**config.mk**
```make
export PLATFORM = sky130hd
export DESIGN_NAME = lavm_fifo
export DESIGN_NICKNAME = d
export VERILOG_FILES = /design/src/hw/rtl/lavm_fifo.sv
export SDC_FILE = /design/constraint.sdc
export NUM_CORES = 1
export LEC_CHECK = 0
export CAP_MARGIN = 20
export CELL_PAD_IN_SITES_DETAIL_PLACEMENT = 0
export CELL_PAD_IN_SITES_GLOBAL_PLACEMENT = 1
export CORE_MARGIN = 4
export CORE_UTILIZATION = 50
export DETAILED_ROUTE_END_ITERATION = 10
export DONT_BUFFER_PORTS = 1
export PLACE_DENSITY = 0.87
export SLEW_MARGIN = 15
export SYNTH_ARGS = -nofsm -noshare
export SYNTH_HDL_FRONTEND = slang
export SYNTH_SLANG_ARGS = --single-unit
```
**constraint.sdc**
```tcl
create_clock -name clk -period 2 [get_ports clk]
set_input_delay 0.2 -clock clk [delete_from_list [all_inputs] [get_ports clk]]
set_output_delay 0.2 -clock clk [all_outputs]
set_load 0.02 [all_outputs]
```
**src/hw/rtl/lavm_fifo.sv**
```systemverilog
module lavm_fifo #(
	parameter int WIDTH = 8,
	parameter int DEPTH = 2
) (
	input  logic             clk,
	input  logic             arst_n,
	input  logic             push,
	input  logic [WIDTH-1:0] wdata,
	output logic             full,
	input  logic             pop,
	output logic [WIDTH-1:0] rdata,
	output logic             empty
);

	localparam int AW = (DEPTH > 1) ? $clog2(DEPTH) : 1;
	localparam int CW = $clog2(DEPTH + 1);

	logic [WIDTH-1:0] mem_q [DEPTH];
	logic [AW-1:0]    wr_q;
	logic [AW-1:0]    rd_q;
	logic [CW-1:0]    cnt_q;
	logic             do_push;
	logic             do_pop;

	function automatic logic [AW-1:0] ptr_next(input logic [AW-1:0] p);
		return (p == AW'(DEPTH - 1)) ? '0 : p + 1'b1;
	endfunction

	assign full    = (cnt_q == CW'(DEPTH));
	assign empty   = (cnt_q == '0);
	assign rdata   = mem_q[rd_q];
	assign do_push = push && !full;
	assign do_pop  = pop && !empty;

	always_ff @(posedge clk or negedge arst_n) begin
		if (!arst_n) begin
			wr_q  <= '0;
			rd_q  <= '0;
			cnt_q <= '0;
		end else begin
			if (do_push) begin
				wr_q <= ptr_next(wr_q);
			end
			if (do_pop) begin
				rd_q <= ptr_next(rd_q);
			end
			case ({do_push, do_pop})
				2'b10:   cnt_q <= cnt_q + 1'b1;
				2'b01:   cnt_q <= cnt_q - 1'b1;
				default: cnt_q <= cnt_q;
			endcase
		end
	end

	always_ff @(posedge clk) begin
		if (do_push) begin
			mem_q[wr_q] <= wdata;
		end
	end

	a_cnt_bound: assert property (@(posedge clk) disable iff (!arst_n)
		cnt_q <= CW'(DEPTH))
		else $error("fifo count beyond depth");

endmodule

```
==> results.yml <==
final_layout:
  final_core_util_pct: 66.3
  num_antenna_cells: 0
  drive_gt1_share_pct: 24.6
  final_area_um2: 917
  final_nets: 71
  area_growth_pct: 18.8
placed_design:
  place_congestion: 0.773
  placedInstanceArea_um2: 801
  numPortBuffers: 0
  hpwl_um: 871
  dp_slack_ns: 0.583
floorplanning:
  die_area_um2: 2240
  die_y_um: 47.3
  core_um2: 1380
  io_pins: 22
  start_util_pct: 55.8
  rows: 13
  die_w_um: 47.3
setup_path:
  r2r_start: "cnt_q[0]"
  r2r_slack_ns: 0.54
  path_class: "register to primary output"
  required_ns: 1.80
  critPathMaxFanout: 9
  worstPathCellList: "mux2_2"
  r2r-end: "cnt_q[1]"
  critPathTopFamily: "flip-flops"
  worst_setup_path_startpoint: "rd_q"
  worst-endpoint-arrival_ns: 1.32
  reg2regPathDepth: 5
  slowest_delay_ns: 0.58
  worst-path-buf-inv: 0
  end_kind: "primary output"
  cp_slowest_cell: "dfrtp_1"
  critPathLaunchType: "register"
clock_network:
  ctsResizeCount: 0
  post_cts_buffers: 0
  cts_tree: "done"
  clkLatencyLatePin_ns: 0.29
  cts.clk_slew.worst_paths_ns: 0.10
  cts_sinks: 20
  numCtsBuffers: 3
  cts_root_buffer: "clkbuf_4"
  cts-htree-levels: 1
  cts_hold_buf: 9
  cts_buffer_depth: 2
sta:
  worst_pin_slew_ns: 0.376
  skew_ns: 0.00370
  layout_min_cycle_time_ns: 1.52
  tns_ns: 0
  finalHoldViolCount: 0
  fin_ws_ns: 0.483
  period_share_pct: 75.9
  setup_viol: 0
  slew_headroom_pct: 74.9
  fmax_ghz: 0.659
  rsz0062_at_grt: "false"
  slew_viol_final: 0
global_routing:
  met3_usage_pct: 6.51
  grtUsageMet2_pct: 20.9
  grt-ovfl-total: 0
  grt_max_degree: 12
  grt_pass1_wl_um: 1960
  grtUsageMet1_pct: 14.4
  grtUsageTotal_pct: 13.1
  grt_pass1_vias: 449
  grt-busiest-layer: "met2"
  antenna_found_initial: 0
logic_synthesis:
  ys_ff_latch: 20
  syn_inst: 43
  synth_area_um2: 772
  yosys.area_share.adder_pct: 1.62
  synth_xor_area_share_pct: 5.67
  synth_top_family_by_area: "multiplexers"
  synth-simple-area-share_pct: 4.70
  synth.avg_cell_area_um2: 18.0
  ys_warn_count: 0
  muxShareOfSynthArea_pct: 11.7
  synth_nets: 56
  synth_cell_types: 13
  yosysSeqAreaShare_pct: 75.2
  synth_compound_area_share_pct: 0
hold_path:
  min-delay-start: "push"
  hold_depth: 2
  min_path_type: "primary input to register"
  min_to: "wr_q"
routing:
  firstDrtPassIters: 4
  viasPerCell: 5.71
  drtIter0Drc: 11
  drt.antenna.violating_nets: 0
  avgRoutedWirePerCell_um: 16.3
  wl_um: 1180
  vias: 411
  drc: 0
status:
  status: "complete, no violations"
power_and_ir_drop:
  finalPower_mw: 1.31
  powerDensity_nw_per_um2: 1420
  ir_drop_mv: 0.774
  power.leakage_nw: 0.342
job:
  max_cap_viol_count: 0
## cell type report
cell class / instances / area, um2
Sequential cell: 20 / 581
Fill cell: 95 / 465
Multi-Input combinational cell: 21 / 183
Timing Repair Buffer: 11 / 105
Clock buffer: 3 / 22.5
Tap cell: 15 / 18.8
Clock inverter: 1 / 3.75
Inverter: 1 / 3.75
## registers in the layout (all words and copies together) (netlist names)
register / flops
wr_q: 1
mem_q: 16
cnt_q: 2
rd_q: 1
## worst max-delay path by stage
stage | endpoint | slack (ns) | cells after the start
after global placement | cnt_q[1] | 0.66 | 6
after global routing | cnt_q[1] | 0.38 | 6
after CTS | rdata[3] | 0.46 | 1
after detailed placement | cnt_q[1] | 0.58 | 6
after floorplan | cnt_q[1] | 0.50 | 5
final | rdata[3] | 0.48 | 1
## metrics by stage
stage / std cells / hold WS, ns
floorplan: 43 / -0.0956
global placement: 59 / -0.0955
detailed placement: 59 / -0.0955
CTS: 72 / 0.125
global route: 72 / 0.141
finish: 72 / 0.136
## logic make-up after synthesis
family                     after synthesis
xor gates and xnor gates                 5
buffers and inverters                    2
muxes                                    8
DFF                                     20
adders and majority gates                1
and+or+nand+nor                          7
## where the power goes
group | total (mW) | leakage [nW] | internal (mW) | switching, mW
Combinational | 0.462 | 0.131 | 0.192 | 0.271
Clock | 0.179 | 0.0154 | 0.0725 | 0.107
Sequential | 0.664 | 0.195 | 0.582 | 0.0826
## metal layers
layer,vias up,wire length (um)
li1,184,-
met1,202,466
met2,21,591
met3,4,92
met4,0,25
met5,-,0
## cells in the final DEF, fill, tap and decap left out
cell,netlist,final
edfxtp_1,16,16
dlygate4sd3_1,0,9
mux2_2,8,8
dfrtp_1,4,4
nor2_1,3,3
xnor2_1,3,3
clkbuf_4,0,3
xor2_1,2,2
buf_4,0,2
nand2b_1,1,1
inv_1,1,1
nand2_1,1,1
and3_1,1,1
nor2b_2,1,1
ha_1,1,1
clkinv_1,0,1
## cells in the mapped netlist
master     n  area share [%]
mux2_2     8              12
nor2b_2    1             1.1
nand2b_1   1            0.81
nand2_1    1            0.49
ha_1       1             1.6
inv_1      1            0.49
dfrtp_1    4              13
edfxtp_1  16              62
nor2_1     3             1.5
buf_2      1            0.65
xor2_1     2             2.3
xnor2_1    3             3.4
and3_1     1            0.81
No activity file was read; power rests on OpenSTA's default activity.
