--- src/hw/rtl/lavm_pkg.sv ---
package lavm_pkg;

	// Axis components are Q2.30
	localparam int AXIS_FRAC = 30;

	typedef logic signed [31:0] pos_t;
	typedef logic signed [32:0] diff_t;
	typedef logic signed [63:0] wide_t;

	// up register reset values, Q23.8 (+Z)
	localparam pos_t UP_RESET_X = 32'sd0;
	localparam pos_t UP_RESET_Y = 32'sd0;
	localparam pos_t UP_RESET_Z = 32'sd256;

	typedef enum logic [1:0] {
		CFG_UP_X = 2'd0,
		CFG_UP_Y = 2'd1,
		CFG_UP_Z = 2'd2
	} cfg_idx_t;

	// matrix row codes
	localparam logic [1:0] ROW_SIDE = 2'd0;
	localparam logic [1:0] ROW_UP   = 2'd1;
	localparam logic [1:0] ROW_FWD  = 2'd2;

	// queued work: eye point and eye minus target
	typedef struct packed {
		pos_t  eye_x;
		pos_t  eye_y;
		pos_t  eye_z;
		diff_t d_x;
		diff_t d_y;
		diff_t d_z;
	} item_t;

	typedef struct packed {
		logic [1:0] row_index;
		pos_t       axis_x;
		pos_t       axis_y;
		pos_t       axis_z;
		pos_t       translation;
		logic       last_row;
	} row_t;

	// handshake between the queue and the engine
	typedef struct packed {
		logic  valid;
		item_t item;
	} work_t;

endpackage

--- src/hw/rtl/lavm_fifo.sv ---
module lavm_fifo #(
	parameter int WIDTH = 8,
	parameter int DEPTH = 2
) (
	input  logic             clk,
	input  logic             arst_n,
	input  logic             push,
	input  logic [WIDTH-1:0] wdata,
	output logic             full,
	input  logic             pop,
	output logic [WIDTH-1:0] rdata,
	output logic             empty
);

	localparam int AW = (DEPTH > 1) ? $clog2(DEPTH) : 1;
	localparam int CW = $clog2(DEPTH + 1);

	logic [WIDTH-1:0] mem_q [DEPTH];
	logic [AW-1:0]    wr_q;
	logic [AW-1:0]    rd_q;
	logic [CW-1:0]    cnt_q;
	logic             do_push;
	logic             do_pop;

	function automatic logic [AW-1:0] ptr_next(input logic [AW-1:0] p);
		return (p == AW'(DEPTH - 1)) ? '0 : p + 1'b1;
	endfunction

	assign full    = (cnt_q == CW'(DEPTH));
	assign empty   = (cnt_q == '0);
	assign rdata   = mem_q[rd_q];
	assign do_push = push && !full;
	assign do_pop  = pop && !empty;

	always_ff @(posedge clk or negedge arst_n) begin
		if (!arst_n) begin
			wr_q  <= '0;
			rd_q  <= '0;
			cnt_q <= '0;
		end else begin
			if (do_push) begin
				wr_q <= ptr_next(wr_q);
			end
			if (do_pop) begin
				rd_q <= ptr_next(rd_q);
			end
			case ({do_push, do_pop})
				2'b10:   cnt_q <= cnt_q + 1'b1;
				2'b01:   cnt_q <= cnt_q - 1'b1;
				default: cnt_q <= cnt_q;
			endcase
		end
	end

	always_ff @(posedge clk) begin
		if (do_push) begin
			mem_q[wr_q] <= wdata;
		end
	end

	a_cnt_bound: assert property (@(posedge clk) disable iff (!arst_n)
		cnt_q <= CW'(DEPTH))
		else $error("fifo count beyond depth");

endmodule

--- src/hw/rtl/lavm_front.sv ---
module lavm_front import lavm_pkg::*; #(
	parameter int DEPTH = 2
) (
	input  logic  clk,
	input  logic  arst_n,
	input  logic  push,
	output logic  full,
	input  pos_t  eye_x,
	input  pos_t  eye_y,
	input  pos_t  eye_z,
	input  pos_t  target_x,
	input  pos_t  target_y,
	input  pos_t  target_z,
	output work_t work,
	input  logic  take
);

	item_t in_item;
	item_t q_item;
	logic  q_empty;

	// forward direction before normalizing, 33 bits so it never wraps
	always_comb begin
		in_item.eye_x = eye_x;
		in_item.eye_y = eye_y;
		in_item.eye_z = eye_z;
		in_item.d_x   = diff_t'(eye_x) - diff_t'(target_x);
		in_item.d_y   = diff_t'(eye_y) - diff_t'(target_y);
		in_item.d_z   = diff_t'(eye_z) - diff_t'(target_z);
	end

	lavm_fifo #(
		.WIDTH ($bits(item_t)),
		.DEPTH (DEPTH)
	) u_queue (
		.clk   (clk),
		.arst_n(arst_n),
		.push  (push),
		.wdata (in_item),
		.full  (full),
		.pop   (take),
		.rdata (q_item),
		.empty (q_empty)
	);

	assign work.valid = !q_empty;
	assign work.item  = q_item;

endmodule

--- config.mk ---
export PLATFORM = sky130hd
export DESIGN_NAME = lavm_front
export DESIGN_NICKNAME = d
export VERILOG_FILES = /design/src/hw/rtl/lavm_pkg.sv /design/src/hw/rtl/lavm_fifo.sv /design/src/hw/rtl/lavm_front.sv
export SDC_FILE = /design/constraint.sdc
export NUM_CORES = 1
export LEC_CHECK = 0
export BUFFER_PORTS_ARGS = -buffer_cell sky130_fd_sc_hd__buf_4
export CAP_MARGIN = 20
export CORE_MARGIN = 4
export CORE_UTILIZATION = 30
export CTS_CLUSTER_SIZE = 10
export DETAILED_ROUTE_END_ITERATION = 16
export MAX_ROUTING_LAYER = met4
export PLACE_DENSITY = 0.5
export SETUP_SLACK_MARGIN = 0.4
export SLEW_MARGIN = 30
export SYNTH_ARGS = -nofsm -noshare
export SYNTH_HDL_FRONTEND = slang
export SYNTH_SLANG_ARGS = --single-unit
export TNS_END_PERCENT = 50
--- constraint.sdc ---
create_clock -name clk -period 10.2 [get_ports clk]
set_input_delay 1.02 -clock clk [delete_from_list [all_inputs] [get_ports clk]]
set_output_delay 1.02 -clock clk [all_outputs]
set_load 0.03 [all_outputs]
==> run metrics, run 1 <==
top cells by area, synth=edfxtp_1 (61%), mux2_2 (11%), ha_1 (6.3%), xnor2_1 (2.7%), inv_1 (2.6%); Period minus WS final=between 4000 and 5000 ps; P&R area growth vs syn=28.5%; maxcap violations=0; Detail Placement HPWL=36600 um; Post-synth EDFFs=390; layout cells sized above 1=36.6%; cts hold-fix bufs=0; Final ANT Viol Nets=0; Worst EP arrival=3460 ps; worst-path fanout max=between 50 and 60; H-Tree Depth=2; CTS tree=built; vias per inst=4.63; Setup crit end=work[194]; initial core utilization=around 30%; WS Path Type=reg -> out; design area=24700 um2; antenna violations before repair=2; Overall Global Routing Usage=14.7%; final core occ=39.1%; Port Buffers=392; final hold vios=0; PostCTS Resize Cnt=0; # DRC=0; Final Cycle Share=43.9%; Top cell by count, worst path=buf_4; Synth Register Bits=between 300 and 400; worst skew pair latency=580 ps; status=complete, no violations; Core Area=~63000 um2; post-synth top area cell=edfxtp_1; DIE WIDTH=261 um; Cell Rows=92; sequential area share after synthesis=61.4%; first drt pass iteration count=5; gpl congestion=0.834; pin count of the biggest net entering global routing=144; RSZ-0062 raised after global routing=false; DIE AREA=a little under 70000 um2; routed vias=12400; I/O pin cnt=393; Reg clk slew, reported paths=50 ps; Mapped Area=19200 um2; total CTS buffers=49; HP Class=in -> async; Worst Reg-to-Reg Cells=5; synth warn=0; CP required=between 9000 and 10000 ps; clock buffer depth=3; Final nets=2101; fin cells=approximately 2700; CP max-delay cell=dfrtp_4; mean routed wirelength per cell=19.0 um; Setup TNS=0 ps; PwrDens=275 nW/um2; global-route wire length before repair=75500 um; Cell Chain, Critical Path=buf_4, buf_4, mux2_2, buf_4; chip height=261 um; max incr delay on CP=740 ps; Lkg Pwr=9.84 nW; Synth async-reset ratio=1.02%; worst r2r dst=u_queue.mem_q[0][36]$_DFFE_PP_; DRT Wirelength=50900 um; CP Launch Type=flop; syn_area_per_cell=about 14 um2; post-synthesis net count=1682; Primary FF master, synth=edfxtp_1; post-CTS setup buffer count=0; clk sinks=a little under 400; GR Overflow Total=0; placed cells=between 2000 and 3000; vias in the first global route=around 13000; Post-DP Area=23200 um2; Root Driver=clkbuf_16; Layout Skew=between 15 and 20 ps; Worst-Margin Slew=963 ps; worst vdd ir=143 uV; Rel. slew slack=35.8%; crit path capture type=output port; max-slew violation count=0; Netlist cell types=66; setup violators final=0; 1st-iter DRT viols=595; reg-to-reg slack, setup=7520 ps; crit path launch=u_queue.rd_q$_DFFE_PN0P_; Reg-to-Reg Start=u_queue.cnt_q[0]$_DFFE_PN0P_; cells after synthesis=between 1000 and 1500; post-synth top area share=between 60% and 70%; Fmax=0.223 GHz
[through the flow]
step	setup WS [ps]	power, mW	hold slack [ps]
after floorplan	3550	4.23	456
after global placement	5490	5.23	481
after detailed placement	5730	5.24	492
after CTS	5580	6.94	190
after global routing	5510	7.15	199
final	5720	6.80	244
[power breakdown]
| part | switching, mW | internal [mW] | leakage, nW |
|---|---|---|---|
| registers | 0.0992 | 2.28 | 3.67 |
| clock network | 0.643 | 1.01 | 0.726 |
| logic | 1.73 | 1.04 | 5.45 |
[worst max-delay path: cells and delay by family (launching register included)]
family | cells | cell delay (ps)
buffers and inverters | 3 | 1580
muxes | 1 | 420
DFF | 1 | 740
[flip-flops by register name, indices dropped and copies added (netlist names)]
signal and cells:
u_queue.wr_q 1, u_queue.mem_q 390, u_queue.cnt_q 2, u_queue.rd_q 1
[how the worst min path moves through the flow]
| stage | slack, ps | startpoint | endpoint |
|---|---|---|---|
| after global routing | 200 | arst_n | u_queue.cnt_q[0]$_DFFE_PN0P_ |
| after detailed placement | 490 | u_queue.cnt_q[1]$_DFFE_PN0P_ | u_queue.cnt_q[1]$_DFFE_PN0P_ |
| final | 240 | arst_n | u_queue.cnt_q[0]$_DFFE_PN0P_ |
| after global placement | 480 | u_queue.cnt_q[1]$_DFFE_PN0P_ | u_queue.cnt_q[1]$_DFFE_PN0P_ |
| after CTS | 190 | arst_n | u_queue.cnt_q[0]$_DFFE_PN0P_ |
| after floorplan | 460 | u_queue.cnt_q[1]$_DFFE_PN0P_ | u_queue.cnt_q[1]$_DFFE_PN0P_ |
[area by class of cell]
| cell class | count | area (um2) |
|---|---|---|
| diodes | 2 | 5.00 |
| fillers | 6138 | 38600 |
| clock buffers | 69 | 1340 |
| flip-flops and latches | 394 | 11800 |
| well taps | 846 | 1060 |
| repair buffers | 400 | 3020 |
| clock inverters | 11 | 159 |
| multi-input cells | 827 | 6820 |
| inverters | 133 | 499 |
[metal layers]
metal / global-route usage [%] / routed length (um)
met5: - / 0
met4: 4.00 / 1190
met1: 18.5 / 21800
met2: 23.4 / 24200
met3: 4.32 / 3660
[synthesized netlist by cell type (6+ instances only)]
cell	instances
nor2_1	57
xor2_1	23
o21a_1	16
mux2_2	195
a21oi_1	83
nand3_1	17
nand2_1	55
nor3_1	7
inv_1	133
edfxtp_1	390
clkbuf_1	31
nand4_1	10
nor2b_1	10
ha_1	97
o21bai_1	10
a21o_1	33
and3_1	6
o21ai_0	36
and2_1	7
a31oi_1	11
a211oi_1	10
o211ai_1	7
xnor2_1	60
nand2b_1	9
[kinds of logic after synthesis]
family,share of synthesized area [%]
xor gates and xnor gates,3.78
DFF,61.4
AOI/OAI and AO/OA,8.57
buffers and inverters,3.26
and+or+nand+nor,4.92
muxes,11.5
adders and majority gates,6.62
[cells in the final DEF (no fill, tap or decap), types with 4 or more instances in the layout]
| cell | Yosys | layout |
|---|---|---|
| edfxtp_1 | 390 | 390 |
| or2_2 | 4 | 4 |
| nor2b_1 | 10 | 10 |
| o21a_1 | 16 | 16 |
| or3_1 | 4 | 4 |
| o21ai_0 | 36 | 36 |
| a31oi_1 | 11 | 11 |
| nor3_1 | 7 | 7 |
| nand2b_1 | 9 | 9 |
| buf_4 | 0 | 397 |
| o21bai_1 | 10 | 10 |
| o211ai_1 | 7 | 7 |
| nor2_1 | 57 | 56 |
| a21oi_1 | 83 | 83 |
| xnor2_1 | 60 | 60 |
| clkbuf_1 | 31 | 18 |
| xor2_1 | 23 | 23 |
| and3_1 | 6 | 5 |
| a211oi_1 | 10 | 10 |
| ha_1 | 97 | 97 |
| mux2_2 | 195 | 195 |
| bufinv_16 | 0 | 4 |
| nand4_1 | 10 | 10 |
| nand3_1 | 17 | 17 |
| and2_1 | 7 | 7 |
| nand2_1 | 55 | 55 |
| a21o_1 | 33 | 33 |
| clkbuf_16 | 0 | 51 |
| inv_1 | 133 | 133 |
Power figures use the tool's default switching activity.
==> run 2, diff against run 1 <==
Settings changed: PLACE_DENSITY 0.5 to 0.48.
Clock period 10.2 ns to 4.65 ns, I/O delays scaled along.
==> run metrics, run 2 (same netlist as run 1, synthesis figures left out) <==
routed vias=12400 (+0.089%); WS Path Type=in -> reg; worst skew pair latency=570 ps (about the same); Final ANT Viol Nets=0 (unchanged); CP max-delay cell=fa_1; RSZ-0062 raised after global routing=false; Top reg by flops=u_queue.mem_q; first drt pass iteration count=5 (unchanged); initial core utilization=30.4% (unchanged); 1st-iter DRT viols=612 (+2.9%); H-Tree Depth=2 (unchanged); Cell Rows=92 (unchanged); mean routed wirelength per cell=18.6 um (-1.8%); HP Class=in -> reg; clk sinks=394 (unchanged); vias in the first global route=12800 (+0.98%); DIE WIDTH=261 um (unchanged); Port Buffers=392 (unchanged); maxcap violations=0 (unchanged); commonest non-fill, non-tap cell in the layout=buf_4; commonest non-fill, non-tap cells in the layout=buf_4 (398), edfxtp_1 (390), mux2_2 (195); total CTS buffers=49 (unchanged); vias per inst=4.62 (-0.28%); gpl congestion=0.832 (-0.26%); max reg flops=390 (unchanged); Layout Skew=14.0 ps (-3.28 ps); chip height=261 um (unchanged); cts hold-fix bufs=1 (+1); setup violators final=0 (unchanged); Worst EP arrival=3660 ps (+200 ps); Overall Global Routing Usage=14.6% (-0.17 points); Core Area=63300 um2 (unchanged); status=complete, no violations; Setup TNS=0 ps (unchanged); crit path capture type=flop; final hold vios=0 (unchanged); CP required=4970 ps (-4210 ps); layout cells sized above 1=36.7% (+0.072 points); antenna violations before repair=2 (unchanged); P&R area growth vs syn=29.0%; CP Launch Type=input pin; Final nets=2107 (+0.29%); total power=14.9 mW (+120%); worst vdd ir=453 uV (+220%); Worst-Margin Slew=820 ps (-142 ps); PwrDens=599 nW/um2 (+120%); Rel. slew slack=45.3% (+9.5 points); Period minus WS final=approximately 3300 ps; pin count of the biggest net entering global routing=109 (-24%); max-slew violation count=0 (unchanged); Root Driver=clkbuf_16; Cell Chain, Critical Path=buf_4, inv_1, ha_1, fa_1, nor2b_1, o211ai_1, a211oi_1, o2111ai_1, o221ai_1, a21oi_1, o311a_1, o21ai_1, nand4_1, a22o_1; max incr delay on CP=460 ps (-280 ps); clock buffer depth=3 (unchanged); DRT Wirelength=50100 um (-1.5%); post-CTS setup buffer count=0 (unchanged); worst-path fanout max=3 (-94%); GR Overflow Total=0 (unchanged); Fmax=0.299 GHz; Largest regs=u_queue.mem_q: 390 flops, u_queue.cnt_q: 2 flops; global-route wire length before repair=74600 um (-1.3%); design area=24800 um2 (+0.36%); Detail Placement HPWL=36500 um (about the same); # DRC=0 (unchanged); Lkg Pwr=9.89 nW (+0.50%); Final Cycle Share=a little under three quarters; worst hold slack=85.2 ps (-159 ps); DIE AREA=68300 um2 (unchanged); PostCTS Resize Cnt=0 (unchanged); Post-DP Area=23300 um2 (+0.46%); I/O pin cnt=393 (unchanged); Reg clk slew, reported paths=60 ps (about the same); CTS tree=built
run 2: changes by cell type in the layout (fill, tap and decap cells not counted):
cell	before	now
dlygate4sd3_1	0	1
buf_16	0	1
clkbuf_8	0	1
buf_6	2	0
buf_4	397	398
o31ai_1	2	3
o31ai_2	1	0
clkbuf_1	18	21
bufinv_16	4	2
buf_12	1	6
clkinv_2	3	6
clkinvlp_4	1	0
run 2: stage by stage:
step | std cells | worst slack [ps] | util, %
after global placement | 2604 | 808 | 36.8
after floorplan | 1386 | -963 | -
final | 2692 | 1300 | 39.2
after global routing | 2692 | 1130 | 39.2
after CTS | 2690 | 1380 | 39.2
after detailed placement | 2605 | 765 | 36.8
run 2: per-layer routing:
layer | routed length (um) | track usage (%) | part of all wire [%]
met5 | 0 | - | 0
met4 | 943 | 3.62 | 1.9
met3 | 3470 | 4.24 | 6.9
met2 | 24400 | 23.9 | 49
met1 | 21300 | 17.8 | 43
run 2: worst paths after layout:
| check | slack [ps] | endpoint | start | cells after the start |
|---|---|---|---|---|
| max reg2reg | 2500 | u_queue.mem_q[1][110]$_DFFE_PP_ | u_queue.cnt_q[0]$_DFFE_PN0P_ | 3 |
| min | 90 | u_queue.mem_q[0][163]$_DFFE_PP_ | eye_x[0] | 1 |
| min reg2reg | 500 | u_queue.cnt_q[1]$_DFFE_PN0P_ | u_queue.cnt_q[1]$_DFFE_PN0P_ | 1 |
| max | 1300 | u_queue.mem_q[1][32]$_DFFE_PP_ | eye_z[0] | 14 |
| min in group asynchronous | 270 | u_queue.wr_q$_DFFE_PN0P_ | arst_n | 2 |
| max in group asynchronous | 4260 | u_queue.rd_q$_DFFE_PN0P_ | arst_n | 2 |
run 2: layout make-up:
class	count	area (um2)
flip-flops and latches	394	11800
clock buffers	73	1370
clock inverters	11	106
multi-input cells	827	6820
diodes	2	5.00
fillers	6085	38500
inverters	133	499
well taps	846	1060
repair buffers	406	3150
run 2: power breakdown:
part           internal, mW  leakage [nW]  switching [mW]
combinational          2.35          5.51            3.83
sequential             4.99          3.67           0.161
clock                  2.12         0.720            1.40
run 2: critical path: cells and delay by family:
family / cells / cell delay (ps)
and+or+nand+nor: 2 / 300
adders and majority gates: 2 / 700
buffers and inverters: 2 / 130
AOI/OAI and AO/OA: 8 / 2060
==> run 3, diff against run 2 <==
Settings changed: ABC_AREA set to 1, PLACE_DENSITY 0.48 to 0.47.
Clock period 4.65 ns to 3.2 ns, I/O delays scaled along.
==> run metrics, run 3 <==
status=complete, no violations; PwrDens=808 nW/um2 (+35%); Mapped Area=22000 um2 (+14%); H-Tree Depth=2 (unchanged); Comb power frac=45.7% (+4.1 points); # diodes=0 (-2); HP Class=in -> reg; Layout Skew=15.2 ps (+1.23 ps); worst-path fanout max=57 (+54); total CTS buffers=48 (-2.0%); count leader, synth=nand2_1; sequential area share after synthesis=53.6% (-7.8 points); total power=23.2 mW (+56%); GR Overflow Total=0 (unchanged); CP Launch Type=flop; vias in the first global route=18500 (+44%); setup violators final=0 (unchanged); DIE AREA=77800 um2 (+14%); CTS tree=built; Top reg by flops=u_queue.mem_q; pin count of the biggest net entering global routing=93 (-15%); Top cell by count, worst path=nand2_1; commonest non-fill, non-tap cell in the layout=nand2_1; max incr delay on CP=630 ps (+170 ps); synth warn=0 (unchanged); cells after synthesis=2712 (+96%); WS Path Type=reg -> out; chip height=279 um (+6.8%); gpl congestion=0.873 (+5.0%); routed vias=18500 (+49%); Lkg Pwr=14.6 nW (+48%); Reg clk slew, reported paths=50 ps (about the same); Worst-Margin Slew=733 ps (-87.4 ps); Final ANT Viol Nets=0 (unchanged); initial core utilization=30.2% (-0.16 points); share of power burned in registers=32.6% (-2.1 points); crit path capture type=output port; clock buffer depth=3 (unchanged); # DRC=0 (unchanged); clk sinks=394 (unchanged); Port Buffers=392 (unchanged); max-slew violation count=0 (unchanged); worst vdd ir=551 uV (+22%); Worst path top cell family by delay=buffers and inverters; first drt pass iteration count=6 (+1); switch share=41.8% (+5.5 points); Post-synth EDFFs=390 (unchanged); net switching power=9.71 mW (+80%); ranking of synthesized cells by instance count=nand2_1 (1327), inv_1 (478), edfxtp_1 (390); 1st-iter DRT viols=843 (+38%); worst path bufs/invs=3 (+1); P&R area growth vs syn=30.5%; Synth Register Bits=394 (unchanged); Period minus WS final=about 2600 ps; power share of the clock group=21.7% (-2.0 points); design area=28700 um2 (+16%); CP max-delay cell=dfrtp_4; post-synthesis net count=3008 (+79%); commonest non-fill, non-tap cells in the layout=nand2_1 (1327), inv_1 (477), buf_4 (398); Detail Placement HPWL=50100 um (+37%); layout cells sized above 1=15.5% (-21 points); Final Cycle Share=between 80% and 90%; syn_area_per_cell=8.12 um2 (-42%); Rel. slew slack=51.0% (+5.7 points); top cells by area, synth=edfxtp_1 (53%), nand2_1 (23%), inv_1 (8.1%), ha_1 (5.5%), nor2_1 (2.2%); global-route wire length before repair=102000 um (+37%); Post-DP Area=26300 um2 (+13%); Netlist cell types=28 (-58%); post-synth top area share=53.2% (-7.7 points); Int Pwr=13.5 mW (+43%); max reg flops=390 (unchanged); antenna violations before repair=0 (-2); worst skew pair latency=580 ps (about the same); Cell Chain, Critical Path=inv_8, buf_12, nand2_1, nand2_1, buf_4; Cell Rows=99 (+7.6%); Largest regs=u_queue.mem_q: 390 flops, u_queue.cnt_q: 2 flops; vias per inst=4.38 (-5.0%); RSZ-0062 raised after global routing=false; Worst EP arrival=2280 ps (-1380 ps); mean routed wirelength per cell=15.6 um (-16%); Overall Global Routing Usage=16.9% (+2.4 points); DIE WIDTH=279 um (+6.8%); Root Driver=clkbuf_16; final hold vios=0 (unchanged); Fmax=0.385 GHz; post-synth top area cell=edfxtp_1; CP required=2880 ps (-2090 ps); Synth async-reset ratio=1.02% (unchanged); I/O pin cnt=393 (unchanged); Final nets=3523 (+67%); Core Area=72800 um2 (+15%); Primary FF master, synth=edfxtp_1; maxcap violations=0 (unchanged); DRT Wirelength=65700 um (+31%); fillers=7494 (+23%)
## run 3: kinds of logic after synthesis
kind of cell               count (synthesis)  share of synthesized area (%)
xor gates and xnor gates                  49                           1.95
and+or+nand+nor                         1574                           27.9
DFF                                      394                           53.6
adders and majority gates                100                           5.78
AOI/OAI and AO/OA                         71                           1.70
buffers and inverters                    524                           9.08
## run 3: final cells by class
| class | instances | area [um2] | area share, % |
|---|---|---|---|
| clock inverter | 10 | 103 | 0.357 |
| multi-input combinational | 1794 | 8240 | 28.7 |
| clock buffer | 69 | 1310 | 4.56 |
| sequential | 394 | 11800 | 41.1 |
| tap | 959 | 1200 | 4.18 |
| timing repair buffer | 510 | 4260 | 14.8 |
| inverter | 479 | 1810 | 6.28 |
## run 3: per-stage QoR
stage          cells  util, %  setup TNS, ps  setup slack, ps  hold slack, ps
3_5_place_dp    4039     36.2              0              953             123
4_1_cts         4215     39.4              0              502            6.52
3_3_place_gp    4039     36.2              0              951             121
5_1_grt         4215     39.4              0              430            29.1
2_1_floorplan   2712        -        -252100             -655            24.4
6_report        4215     39.4              0              601            48.2
## run 3: metal layers
| metal | wire length, um | share of wire (%) | global-route usage, % |
|---|---|---|---|
| met4 | 1270 | 1.9 | 3.72 |
| met5 | 0 | 0 | - |
| met1 | 28800 | 44 | 20.9 |
| met2 | 32100 | 49 | 29.0 |
| met3 | 3580 | 5.4 | 3.25 |
## run 3: power by group through the flow
stage / registers (mW) / logic (mW) / clock network, mW
final: 7.56 / 10.6 / 5.04
after global routing: 7.67 / 11.5 / 5.44
after CTS: 7.57 / 10.9 / 5.22
after detailed placement: 7.67 / 10.7 / 0
after global placement: 7.64 / 10.7 / 0
after floorplan: 7.67 / 6.27 / 0
## run 3: final timing paths
kind,slack (ps),to,startpoint,cells past startpoint
setup / recovery,600,work[71],u_queue.rd_q$_DFFE_PN0P_,5
hold / removal,50,u_queue.rd_q$_DFFE_PN0P_,take,3
setup reg to reg,1290,u_queue.mem_q[0][128]$_DFFE_PP_,u_queue.cnt_q[1]$_DFFE_PN0P_,4
hold reg to reg,560,u_queue.cnt_q[0]$_DFFE_PN0P_,u_queue.cnt_q[0]$_DFFE_PN0P_,1
max in group asynchronous,3010,u_queue.rd_q$_DFFE_PN0P_,arst_n,2
min in group asynchronous,70,u_queue.cnt_q[1]$_DFFE_PN0P_,arst_n,2
## run 3: worst min-delay path, cell delays in order
cell	delay [ps]
buf_4	110
nand2_1	100
xor2_1	70
## run 3: repair_timing
action | 4_1_cts | 5_1_grt
setup buffers | 0 | 0
setup endpoints to repair | 3 | 0
gates resized for setup | 1 | 0
endpoints found under the hold margin | 196 | 0
hold buffers | 97 | 0
